$ cat config.mk
export PLATFORM = sky130hd
export DESIGN_NAME = square_tone_generator_with_vibrato
export DESIGN_NICKNAME = d
export VERILOG_FILES = /design/src/rtl/stgv_pkg.sv /design/src/rtl/stgv_mul.sv /design/src/rtl/square_tone_generator_with_vibrato.sv
export SDC_FILE = /design/constraint.sdc
export NUM_CORES = 1
export LEC_CHECK = 0
export BUFFER_PORTS_ARGS = -buffer_cell sky130_fd_sc_hd__buf_2
export CORE_MARGIN = 10
export CORE_UTILIZATION = 50
export CTS_BUF_LIST = sky130_fd_sc_hd__clkbuf_2 sky130_fd_sc_hd__clkbuf_4 sky130_fd_sc_hd__clkbuf_8
export DETAILED_ROUTE_END_ITERATION = 8
export PLACE_DENSITY = 0.68
export SYNTH_ARGS = -nofsm -noshare
export SYNTH_HDL_FRONTEND = slang
export SYNTH_SLANG_ARGS = --single-unit
$ cat constraint.sdc
create_clock -name clk -period 4.8 [get_ports clk]
set_input_delay 0.24 -clock clk [delete_from_list [all_inputs] [get_ports clk]]
set_output_delay 0.24 -clock clk [all_outputs]
set_load 0.005 [all_outputs]
$ cat src/rtl/stgv_pkg.sv
// ----------------------------------------------------------------------------
// stgv_pkg
// Shared widths, reset values, codes and small tables for the square tone
// generator with vibrato.
// ----------------------------------------------------------------------------
`default_nettype none

package stgv_pkg;

    localparam int PHASE_BITS_DEF   = 32;
    localparam int SINE_ENTRIES_DEF = 256;

    localparam int CFG_W      = 32;
    localparam int CFG_IDX_W  = 2;
    localparam int OFFSET_W   = 6;
    localparam int SAMPLE_W   = 8;
    localparam int TDATA_W    = 8;
    localparam int SINE_W     = 16;
    localparam int RATE_W     = CFG_W + 2;
    localparam int MUL_A_W    = CFG_W + 1;
    localparam int MUL_B_W    = 17;
    localparam int PROD_W     = MUL_A_W + MUL_B_W;
    localparam int SINE_FRAC  = 15;
    localparam int SHAMT_W    = 5;

    localparam logic [CFG_W-1:0] BASE_STEP_RST  = 32'd42949673;
    localparam logic [CFG_W-1:0] DEPTH_STEP_RST = 32'd973916;
    localparam logic [CFG_W-1:0] LFO_STEP_RST   = 32'd486958;

    localparam logic [CFG_IDX_W-1:0] CFG_BASE_STEP  = 2'd0;
    localparam logic [CFG_IDX_W-1:0] CFG_DEPTH_STEP = 2'd1;
    localparam logic [CFG_IDX_W-1:0] CFG_LFO_STEP   = 2'd2;

    localparam logic [SAMPLE_W-1:0] SAMPLE_HIGH = 8'd255;
    localparam logic [SAMPLE_W-1:0] SAMPLE_LOW  = 8'd1;

    localparam longint HALF_PI_Q30 = 64'd1686629713;

    // Right shift applied to the scaled step is this value minus the
    // biased octave (octave plus three).
    localparam logic [SHAMT_W-1:0] SHIFT_TOP = 5'd19;

    typedef struct packed {
        logic [2:0] oct_idx;
        logic [3:0] semi;
    } oct_split_t;

    // Splits a signed semitone offset into a biased octave and a semitone
    // within the octave, rounding the octave towards minus infinity.
    function automatic oct_split_t split_offset(input logic [OFFSET_W-1:0] s);
        logic [6:0] u;
        oct_split_t r;
        u = 7'({s[OFFSET_W-1], s}) + 7'd36;
        if (u >= 7'd60)
            r.oct_idx = 3'd5;
        else if (u >= 7'd48)
            r.oct_idx = 3'd4;
        else if (u >= 7'd36)
            r.oct_idx = 3'd3;
        else if (u >= 7'd24)
            r.oct_idx = 3'd2;
        else if (u >= 7'd12)
            r.oct_idx = 3'd1;
        else
            r.oct_idx = 3'd0;
        r.semi = 4'(u - 7'(12 * r.oct_idx));
        return r;
    endfunction

    // Frequency ratio of a semitone within the octave, Q16.
    function automatic logic [MUL_B_W-1:0] semi_ratio(input logic [3:0] k);
        logic [MUL_B_W-1:0] r;
        case (k)
            4'd0:    r = 17'd65536;
            4'd1:    r = 17'd69433;
            4'd2:    r = 17'd73562;
            4'd3:    r = 17'd77936;
            4'd4:    r = 17'd82570;
            4'd5:    r = 17'd87480;
            4'd6:    r = 17'd92682;
            4'd7:    r = 17'd98193;
            4'd8:    r = 17'd104033;
            4'd9:    r = 17'd110218;
            4'd10:   r = 17'd116772;
            4'd11:   r = 17'd123715;
            default: r = 17'd0;
        endcase
        return r;
    endfunction

endpackage

`default_nettype wire

$ cat src/rtl/stgv_mul.sv
// ----------------------------------------------------------------------------
// stgv_mul
// Bit-serial shift-and-add multiplier, one multiplier bit per cycle, most
// significant bit first.
// ----------------------------------------------------------------------------
`default_nettype none

module stgv_mul import stgv_pkg::*;
(
    input  wire logic               clk,
    input  wire logic               rst_n,
    input  wire logic               start,
    input  wire logic [MUL_A_W-1:0] a,
    input  wire logic [MUL_B_W-1:0] b,
    output logic                    done,
    output logic [PROD_W-1:0]       product
);

    localparam int CNT_W = $clog2(MUL_B_W + 1);

    logic [CNT_W-1:0]   cnt_reg;
    logic [CNT_W-1:0]   cnt_next;
    logic               done_reg;
    logic               done_next;
    logic [MUL_A_W-1:0] a_reg;
    logic [MUL_B_W-1:0] b_reg;
    logic [MUL_B_W-1:0] b_next;
    logic [PROD_W-1:0]  acc_reg;
    logic [PROD_W-1:0]  acc_next;

    always_comb
    begin
        cnt_next  = cnt_reg;
        done_next = 1'b0;
        b_next    = b_reg;
        acc_next  = acc_reg;
        if (start)
        begin
            cnt_next = CNT_W'(MUL_B_W);
            b_next   = b;
            acc_next = '0;
        end
        else if (cnt_reg != '0)
        begin
            cnt_next  = cnt_reg - 1'b1;
            done_next = (cnt_reg == CNT_W'(1));
            b_next    = {b_reg[MUL_B_W-2:0], 1'b0};
            acc_next  = {acc_reg[PROD_W-2:0], 1'b0}
                      + (b_reg[MUL_B_W-1] ? PROD_W'(a_reg) : '0);
        end
    end

    always_ff @(posedge clk or negedge rst_n)
    begin
        if (!rst_n)
        begin
            cnt_reg  <= '0;
            done_reg <= 1'b0;
        end
        else
        begin
            cnt_reg  <= cnt_next;
            done_reg <= done_next;
        end
    end

    always_ff @(posedge clk)
    begin
        if (start)
            a_reg <= a;
        b_reg   <= b_next;
        acc_reg <= acc_next;
    end

    assign done    = done_reg;
    assign product = acc_reg;

endmodule

`default_nettype wire

$ cat src/rtl/square_tone_generator_with_vibrato.sv
// ----------------------------------------------------------------------------
// square_tone_generator_with_vibrato
// Square-wave oscillator whose pitch is bent by a sine vibrato and by a
// signed semitone offset carried on each sample request.
//
//  Channel  Direction  Handshake          Payload
//  s_*      in         tvalid / tready    tdata[5:0] semitone offset
//  m_*      out        tvalid / tready    tdata[7:0] sample
//  cfg_*    in         cfg_valid / ready  cfg_index, cfg_data
//
// A new request can be taken only once the phase update for the last one is done,
// which runs two passes of the shared bit-serial multiplier over its 17-bit operand.
// The sample is registered at acceptance, so the output can be taken while
// the phase update is still running; a stalled output holds the next request.
// Reset clears both phases and loads the default step registers.
// Configuration writes are always taken.
// ----------------------------------------------------------------------------
`default_nettype none

module square_tone_generator_with_vibrato import stgv_pkg::*;
#(
    parameter int PHASE_BITS         = PHASE_BITS_DEF,
    parameter int SINE_TABLE_ENTRIES = SINE_ENTRIES_DEF
)
(
    input  wire logic                 clk,
    input  wire logic                 rst_n,
    input  wire logic                 s_tvalid,
    output logic                      s_tready,
    input  wire logic [TDATA_W-1:0]   s_tdata,   // [5:0] semitone_offset
    output logic                      m_tvalid,
    input  wire logic                 m_tready,
    output logic [TDATA_W-1:0]        m_tdata,   // [7:0] sample
    input  wire logic                 cfg_valid,
    output logic                      cfg_ready,
    input  wire logic [CFG_IDX_W-1:0] cfg_index,
    input  wire logic [CFG_W-1:0]     cfg_data
);

    localparam int SINE_IDX_W = $clog2(SINE_TABLE_ENTRIES);

    localparam logic [2:0] S_IDLE = 3'd0;
    localparam logic [2:0] S_SINE = 3'd1;
    localparam logic [2:0] S_MUL1 = 3'd2;
    localparam logic [2:0] S_RATE = 3'd3;
    localparam logic [2:0] S_MUL2 = 3'd4;

    logic [2:0]            state_reg;
    logic [2:0]            state_next;
    logic [CFG_W-1:0]      base_step_reg;
    logic [CFG_W-1:0]      depth_step_reg;
    logic [CFG_W-1:0]      lfo_step_reg;
    logic [PHASE_BITS-1:0] tone_phase_reg;
    logic [PHASE_BITS-1:0] tone_phase_next;
    logic [PHASE_BITS-1:0] lfo_phase_reg;
    logic [PHASE_BITS-1:0] lfo_phase_next;
    logic                  m_tvalid_reg;
    logic                  m_tvalid_next;
    logic [SAMPLE_W-1:0]   sample_reg;
    oct_split_t            split_reg;
    logic                  sine_neg_reg;
    logic signed [RATE_W-1:0] rate_reg;
    logic                  rate_neg_reg;

    logic signed [SINE_W-1:0] sine_rom [SINE_TABLE_ENTRIES];
    logic signed [SINE_W-1:0] sine_reg;

    logic                  accept;
    logic                  mul_start;
    logic [MUL_A_W-1:0]    mul_a;
    logic [MUL_B_W-1:0]    mul_b;
    logic                  mul_done;
    logic [PROD_W-1:0]     mul_prod;
    logic [SINE_W-1:0]     sine_abs;
    logic [RATE_W-1:0]     dev_mag;
    logic signed [RATE_W-1:0] rate_next;
    logic [RATE_W-1:0]     rate_abs;
    logic [SHAMT_W-1:0]    shamt;
    logic [PROD_W-1:0]     scaled;
    logic [PHASE_BITS-1:0] step;

    for (genvar gi = 0; gi < SINE_TABLE_ENTRIES; gi++)
    begin : g_sine
        localparam longint Four   = longint'(gi) * 4;
        localparam longint Quad   = Four / SINE_TABLE_ENTRIES;
        localparam longint RemA   = Four - Quad * SINE_TABLE_ENTRIES;
        localparam longint Rem    = (Quad % 2 == 1) ? SINE_TABLE_ENTRIES - RemA : RemA;
        localparam longint Theta  = Rem * HALF_PI_Q30 / SINE_TABLE_ENTRIES;
        localparam longint Theta2 = (Theta * Theta) >>> 30;
        localparam longint T1     = ((Theta * Theta2) >>> 30) / 6;
        localparam longint T2     = ((T1 * Theta2) >>> 30) / 20;
        localparam longint T3     = ((T2 * Theta2) >>> 30) / 42;
        localparam longint T4     = ((T3 * Theta2) >>> 30) / 72;
        localparam longint T5     = ((T4 * Theta2) >>> 30) / 110;
        localparam longint T6     = ((T5 * Theta2) >>> 30) / 156;
        localparam longint Sum    = Theta - T1 + T2 - T3 + T4 - T5 + T6;
        localparam longint SumC   = (Sum < 0) ? 0 : Sum;
        localparam longint Mag0   = (SumC * 32767 + (longint'(1) <<< 29)) >>> 30;
        localparam longint Mag    = (Mag0 > 32767) ? 32767 : Mag0;
        localparam longint Val    = (Quad >= 2) ? -Mag : Mag;
        assign sine_rom[gi] = SINE_W'(Val);
    end

    assign accept    = s_tvalid && s_tready;
    assign s_tready  = (state_reg == S_IDLE) && (!m_tvalid_reg || m_tready);
    assign m_tvalid  = m_tvalid_reg;
    assign m_tdata   = sample_reg;
    assign cfg_ready = 1'b1;

    assign sine_abs  = sine_reg[SINE_W-1] ? SINE_W'(-sine_reg) : SINE_W'(sine_reg);
    assign dev_mag   = RATE_W'(mul_prod >> SINE_FRAC);
    assign rate_next = sine_neg_reg ? $signed(RATE_W'(base_step_reg) - dev_mag)
                                    : $signed(RATE_W'(base_step_reg) + dev_mag);
    assign rate_abs  = rate_reg[RATE_W-1] ? RATE_W'(-rate_reg) : RATE_W'(rate_reg);

    assign mul_start = (state_reg == S_SINE) || (state_reg == S_RATE);
    assign mul_a     = (state_reg == S_SINE) ? MUL_A_W'(depth_step_reg)
                                             : MUL_A_W'(rate_abs);
    assign mul_b     = (state_reg == S_SINE) ? MUL_B_W'(sine_abs)
                                             : semi_ratio(split_reg.semi);

    assign shamt     = SHIFT_TOP - SHAMT_W'(split_reg.oct_idx);
    assign scaled    = mul_prod >> shamt;
    assign step      = PHASE_BITS'(scaled);

    stgv_mul u_mul (
        .clk     (clk),
        .rst_n   (rst_n),
        .start   (mul_start),
        .a       (mul_a),
        .b       (mul_b),
        .done    (mul_done),
        .product (mul_prod)
    );

    always_comb
    begin
        state_next      = state_reg;
        tone_phase_next = tone_phase_reg;
        lfo_phase_next  = lfo_phase_reg;
        m_tvalid_next   = m_tvalid_reg && !m_tready;
        if (accept)
            m_tvalid_next = 1'b1;
        unique case (state_reg)
            S_IDLE:
            begin
                if (accept)
                begin
                    state_next     = S_SINE;
                    lfo_phase_next = lfo_phase_reg + PHASE_BITS'(lfo_step_reg);
                end
            end
            S_SINE:
                state_next = S_MUL1;
            S_MUL1:
            begin
                if (mul_done)
                    state_next = S_RATE;
            end
            S_RATE:
                state_next = S_MUL2;
            S_MUL2:
            begin
                if (mul_done)
                begin
                    state_next      = S_IDLE;
                    tone_phase_next = rate_neg_reg ? tone_phase_reg - step
                                                   : tone_phase_reg + step;
                end
            end
            default:
                state_next = S_IDLE;
        endcase
    end

    always_ff @(posedge clk or negedge rst_n)
    begin
        if (!rst_n)
        begin
            state_reg      <= S_IDLE;
            tone_phase_reg <= '0;
            lfo_phase_reg  <= '0;
            m_tvalid_reg   <= 1'b0;
            base_step_reg  <= BASE_STEP_RST;
            depth_step_reg <= DEPTH_STEP_RST;
            lfo_step_reg   <= LFO_STEP_RST;
        end
        else
        begin
            state_reg      <= state_next;
            tone_phase_reg <= tone_phase_next;
            lfo_phase_reg  <= lfo_phase_next;
            m_tvalid_reg   <= m_tvalid_next;
            if (cfg_valid && cfg_ready)
            begin
                unique case (cfg_index)
                    CFG_BASE_STEP:  base_step_reg  <= cfg_data;
                    CFG_DEPTH_STEP: depth_step_reg <= cfg_data;
                    CFG_LFO_STEP:   lfo_step_reg   <= cfg_data;
                    default:        ;
                endcase
            end
        end
    end

    always_ff @(posedge clk)
    begin
        sine_reg <= sine_rom[lfo_phase_reg[PHASE_BITS-1 -: SINE_IDX_W]];
        if (accept)
        begin
            sample_reg <= tone_phase_reg[PHASE_BITS-1] ? SAMPLE_LOW : SAMPLE_HIGH;
            split_reg  <= split_offset(s_tdata[OFFSET_W-1:0]);
        end
        if (state_reg == S_SINE)
            sine_neg_reg <= sine_reg[SINE_W-1];
        if (state_reg == S_MUL1 && mul_done)
            rate_reg <= rate_next;
        if (state_reg == S_RATE)
            rate_neg_reg <= rate_reg[RATE_W-1];
    end

    a_lfo_only_on_request: assert property (@(posedge clk) disable iff (!rst_n)
        !accept |=> $stable(lfo_phase_reg))
        else $error("vibrato phase moved without a request");

    a_tone_only_at_end: assert property (@(posedge clk) disable iff (!rst_n)
        !(state_reg == S_MUL2 && mul_done) |=> $stable(tone_phase_reg))
        else $error("tone phase moved outside the update step");

    a_sample_after_request: assert property (@(posedge clk) disable iff (!rst_n)
        accept |=> m_tvalid && state_reg == S_SINE)
        else $error("request did not present a sample and start the update");

    a_mul_not_restarted: assert property (@(posedge clk) disable iff (!rst_n)
        (state_reg == S_SINE || state_reg == S_RATE) |=> !mul_done)
        else $error("multiplier finished right after being started");

endmodule

`default_nettype wire
==> results.toml, run 1 <==
[layout]
largest_register_ffs = 50
final_nets = 3547
final_common_cell = "nand2_1"
final_layout_size_suffix_gt1_share_pct = 17.76
fin_area_um2 = 31430
layout_common_cells = "356 x nand2_1, 295 x o21ai_0, 283 x a21oi_1"
area_growth_pct = 13.91

[power]
power_frac_clock_pct = 12.4
p_switching_uw = 13150
p_comb_share_pct = 67.8
pwr-share-seq_pct = 19.8
ir_drop_v = 0.0009393
power.total_uw = 27080
p_int_uw = 13930
power_density_nw_per_um2 = 861.4
netSwitchingFraction_pct = 48.56
leakagePower_uw = 0.01321

[global_routing]
antenna_found_initial = 2
first_global_vias = 24750
grt_start_max_net_pins = 99
grt_usage_pct = 26.03
grt_overflow = 0
grt_first_pass_wirelength_mm = 136.4

[synthesis]
ys_seq_area_share_pct = 31.84
postSynthAreaPerCell_um2 = 8.522
synth_cell_types = 90
synth-edff-count = 94
async_flop_share_pct = 48.99
yosysWarnings = 0
ys_ff_latch = 347
synthCells = 3238
netlist_area_um2 = 27590
synth_ff_type = "dfrtp_1"

[route]
drtAntennaViolNets = 0
vias = 25660
dr.pass1.iters = 6
route.detailed.drc = 0
drt-initial-drc-count = 2355
viasPerCell = 6.268
avgRoutedWirePerCell_um = 21.07
wirelength_mm = 86.26

[worst_setup_path]
start_kind = "flip-flop"
crit_path_max_fanout = 6
arrival_ns = 5.33
endpoint_kind = "flip-flop"
path_class = "reg2reg"
required_ns = 5.40

[timing]
hold_violations = 0
fin_crit_sh_pct = 98.55
timing.final.crit_period_ns = 4.730
relSlewSlack_pct = 12.12
rsz0062_at_grt = "yes"
slew_viol_final = 0
finalSetupViolCount = 0
clock.fmax_mhz = 211.4
tightest_slew_ns = 1.313
fin_tns_setup_ns = 0
finalClockSkew_ns = 0.02997

[clock_tree]
ctsHtreeMaxLevel = 2
clk_latency_ns = 0.68
clkSinkCount = 347
path_clk_slew_ns = 0.06
root_buffer = "clkbuf_8"
clock_path_buffers = 3
cts_buffers = 61
cts_tree = "yes"

[placed_design]
hpwl_mm = 61.38
placed_cell_area_um2 = 28960
gp_congestion = 1.041
portBuffers = 53

[floorplan]
start_util_pct = 50.28
die_x_um = 254.9
dieArea_um2 = 64980
die-height_um = 254.9
rows = 86
core_um2 = 54880
ioPinCount = 58

[run]
drv_cap = 0

[worst_hold_path]
holdCritPathClass = "in2reg"

[run_status]
run_status = "complete, no violations"
[synthesized netlist by cell type, drive strengths merged (94+ instances only)]
cell type / n / share of area, %
o21ai: 305 / 5.5
nor2: 221 / 3.0
xnor2: 109 / 3.5
edfxtp: 94 / 10
ha: 160 / 7.3
nand2: 358 / 4.9
mux2: 107 / 4.4
inv: 94 / 1.3
dfrtp: 133 / 12
a21oi: 293 / 5.3
clkbuf: 167 / 2.3
xor2: 116 / 3.7
[power by group through the flow]
stage	Sequential [µW]	Clock, µW	Combinational (µW)
after global routing	5500	3580	19900
final	5360	3360	18400
after global placement	5330	0	16600
after detailed placement	5370	0	16900
after CTS	5330	3440	17100
after floorplan	4810	0	12500
[layout make-up]
type                            instances  area, µm²
Fill cell                            4816      23450
Multi-Input combinational cell       2571      17850
Sequential cell                       347       8792
Timing Repair Buffer                  258       2008
Clock buffer                           93       1180
Tap cell                              704      880.8
Inverter                               97      364.1
Clock inverter                         23      352.8
Antenna cell                            1      2.502
[worst paths after layout]
kind                       depth (start not counted)  slack, ns                        endpoint                           from
max in group asynchronous                          3       3.41   lfo_phase_reg[27]$_DFFE_PN0P_                          rst_n
setup / recovery                                  22       0.07  tone_phase_reg[31]$_DFFE_PN0P_         split_reg[4]$_DFFE_PP_
setup reg to reg                                  22       0.07  tone_phase_reg[31]$_DFFE_PN0P_         split_reg[4]$_DFFE_PP_
hold / removal                                     3       0.12          split_reg[2]$_DFFE_PP_                     s_tdata[2]
hold reg to reg                                    2       0.46   u_mul.product[6]$_SDFFE_PN0P_  u_mul.product[6]$_SDFFE_PN0P_
min in group asynchronous                          2       0.14   tone_phase_reg[4]$_DFFE_PN0P_                          rst_n
[layer usage]
layer | wire length (µm) | up-vias | GRT usage [%]
met3 | 6624 | 164 | 4.193
met5 | 0 | - | 0
met1 | 38400 | 12400 | 35.84
met2 | 38750 | 1047 | 41.33
met4 | 2474 | 0 | 8.007
li1 | - | 12050 | -
[what timing repair did]
action                     CTS  global route
hold endpoints to repair   159             0
hold buffers                37             0
pin swaps                    4            42
cloned                       0             2
gates resized for setup     11            78
setup endpoints to repair    8            14
setup buffers                6            19
[cells by family after synthesis]
group / share of synthesized area [%]
and+or+nand+nor: 16.26
AOI/OAI and AO/OA: 22.88
other: 0.01359
xor gates and xnor gates: 7.142
buffers and inverters: 4.634
DFF: 31.84
muxes: 9.690
adders and majority gates: 7.545
[worst max-delay path: stages (launching register included)]
cell and delay [ns]:
edfxtp_1 0.42, buf_6 0.17, buf_6 0.13, mux2_4 0.31
or4_4 0.52, o31a_1 0.16, or2_4 0.27, buf_6 0.13
nor4_4 0.34, a21oi_2 0.10, xor2_1 0.16, ha_1 0.32
a21o_1 0.19, a21oi_2 0.13, nor2_2 0.06, o211ai_1 0.22
a21oi_2 0.10, a211oi_2 0.22, buf_4 0.18, o41ai_4 0.06
o22ai_2 0.13, mux2i_1 0.23, xnor2_1 0.13
[metrics by stage]
stage | hold WS (ns) | util, % | instances | worst slack [ns]
detailed placement | 0.3065 | 52.77 | 3913 | -0.2687
finish | 0.1205 | 57.28 | 4094 | 0.06979
floorplan | -0.05559 | - | 3239 | 0.1381
global route | 0.1069 | 57.28 | 4094 | -0.1734
CTS | 0.05789 | 56.41 | 4072 | 0.003746
global placement | 0.2996 | 52.77 | 3913 | -0.1603
Note: power is estimated with default switching activity, not from simulation.
==> run 2, diff against run 1 <==
Settings changed: CTS_CLUSTER_DIAMETER set to 80, PLACE_DENSITY 0.68 to 0.66.
Clock period 4.8 ns to 4.9 ns, I/O delays scaled along.
==> run 2 against run 1 <==
Final cell count decreased by 0.59%. Critical endpoint is now tone_phase_reg[27]$_DFFE_PN0P_. Maximum frequency decreased by 0.38%. Combinational power decreased by 4%. Largest cell class unchanged.
==> results.toml, run 2 (synthesis results as in run 1) <==
[floorplan]
ioPinCount = 58
dieArea_um2 = 64980
start_util_pct = 50.28
die-height_um = 254.9
rows = 86
die_x_um = 254.9
core_um2 = 54880

[clock_tree]
path_clk_slew_ns = 0.06
root_buffer = "clkbuf_8"
clock_path_buffers = 3
cts_tree = "yes"
clkSinkCount = 347
ctsHtreeMaxLevel = 3
clk_latency_ns = 0.67
cts_buffers = 66

[worst_setup_path]
r2r_setup_slack_ns = 0.15
path_class = "reg2reg"
start_kind = "flip-flop"
r2r_end = "tone_phase_reg[27]$_DFFE_PN0P_"
r2r_cells = 21
r2r_start = "split_reg[4]$_DFFE_PP_"
endpoint_kind = "flip-flop"
arrival_ns = 5.25
crit_path_max_fanout = 5
required_ns = 5.40

[route]
wl_met2_mm = 38.15
viasPerCell = 6.280
route.detailed.drc = 0
dr.pass1.iters = 6
avgRoutedWirePerCell_um = 21.22
drtAntennaViolNets = 0
top_layer = "met5"
drt-initial-drc-count = 2369
vias = 25560
wirelength_mm = 86.36
wl_met1_mm = 38.88
dr_wl_met3_mm = 6.937

[power]
ir_drop_v = 0.0009182
leakagePower_uw = 0.01295
power_density_nw_per_um2 = 834.4

[layout]
area_growth_pct = 11.99
layout_common_cells = "357 x nand2_1, 298 x o21ai_0, 288 x a21oi_1"
final_common_cell = "nand2_1"
final_nets = 3523
layout.cells.non_filler = 4070
largest_register_ffs = 50
final_layout_size_suffix_gt1_share_pct = 16.65

[run]
drv_cap = 0

[placed_design]
hpwl_mm = 61.55
dp_slack_ns = -0.04430
gp_congestion = 0.9843
place_inst = 3897
portBuffers = 53

[worst_hold_path]
holdCritPathClass = "in2async"

[timing]
finalSetupViolCount = 0
slew_viol_final = 0
rsz0062_at_grt = "yes"
hold_violations = 0
timing.final.crit_period_ns = 4.748
tightest_slew_ns = 1.229
fin_ws_ns = 0.1516
holdWs_ns = 0.07496
relSlewSlack_pct = 17.79
fin_crit_sh_pct = 96.91
clock.fmax_mhz = 210.6
finalClockSkew_ns = 0.03614

[global_routing]
grt_overflow = 0
grt_first_pass_wirelength_mm = 136.4
grt_usage_pct = 26.15
grt_start_max_net_pins = 143
antenna_found_initial = 4
first_global_vias = 24590

[run_status]
run_status = "complete, no violations"
[run 2: report_power, final]
| group | internal, µW | total (µW) | switching, µW |
|---|---|---|---|
| combinational | 7100 | 17600 | 10500 |
| clock | 1650 | 2990 | 1330 |
| sequential | 4250 | 5210 | 961 |
| total | 13000 | 25800 | 12800 |
[run 2: per-layer routing]
| layer | up-vias | global-route usage (%) |
|---|---|---|
| li1 | 12030 | - |
| met1 | 12270 | 36.47 |
| met2 | 1085 | 40.40 |
| met3 | 177 | 5.056 |
| met4 | 2 | 7.854 |
| met5 | - | 0 |
[run 2: worst max-delay path by stage]
stage | startpoint | to | slack, ns | cells after the start
after global routing | split_reg[4]$_DFFE_PP_ | tone_phase_reg[29]$_DFFE_PN0P_ | -0.15 | 22
final | split_reg[4]$_DFFE_PP_ | tone_phase_reg[27]$_DFFE_PN0P_ | 0.15 | 21
after global placement | split_reg[4]$_DFFE_PP_ | tone_phase_reg[29]$_DFFE_PN0P_ | -0.06 | 20
after floorplan | split_reg[4]$_DFFE_PP_ | tone_phase_reg[29]$_DFFE_PN0P_ | 0.24 | 21
after CTS | split_reg[4]$_DFFE_PP_ | tone_phase_reg[30]$_DFFE_PN0P_ | 0.02 | 20
after detailed placement | split_reg[4]$_DFFE_PP_ | tone_phase_reg[29]$_DFFE_PN0P_ | -0.04 | 20
[run 2: critical path, stage by stage, from the launching register on]
cell      delay [ns]
edfxtp_1        0.39
buf_6           0.15
mux4_2          0.51
or4_1           0.49
o31a_1          0.16
or2_4           0.27
nor2_2          0.10
buf_4           0.12
a31oi_1         0.08
xnor2_1         0.16
ha_1            0.34
buf_4           0.15
and3_1          0.17
a221oi_2        0.33
nand2_1         0.16
a211oi_2        0.27
buf_4           0.17
buf_4           0.11
o21a_1          0.13
o21ai_1         0.07
xnor2_1         0.18
o21ai_1         0.08
[run 2: cell type report]
cell class	count	area [µm²]
tap	704	880.8
inverter	97	364.1
timing repair buffer	229	1754
clock buffer	101	1252
clock inverter	19	137.6
fill	4900	23970
multi-input combinational	2571	17720
antenna	2	5.005
sequential	347	8792
[run 2: per-stage QoR]
step / setup TNS, ns / instance area, µm² / util, % / power [µW]
2_1_floorplan: 0 / 27600 / - / 16980
3_3_place_gp: -0.08559 / 28840 / 52.56 / 21430
3_5_place_dp: -0.06727 / 28840 / 52.56 / 21750
4_1_cts: 0 / 30620 / 55.80 / 24930
5_1_grt: -0.5099 / 30900 / 56.31 / 27730
6_report: 0 / 30900 / 56.31 / 25790
[run 2: timing repair]
| action | CTS | global route |
|---|---|---|
| hold buffers | 37 | 0 |
| gates cloned | 0 | 1 |
| pin swaps | 0 | 21 |
| setup endpoints to repair | 4 | 14 |
| buffers inserted | 0 | 13 |
| endpoints found under the hold margin | 137 | 0 |
| resized for setup | 3 | 55 |
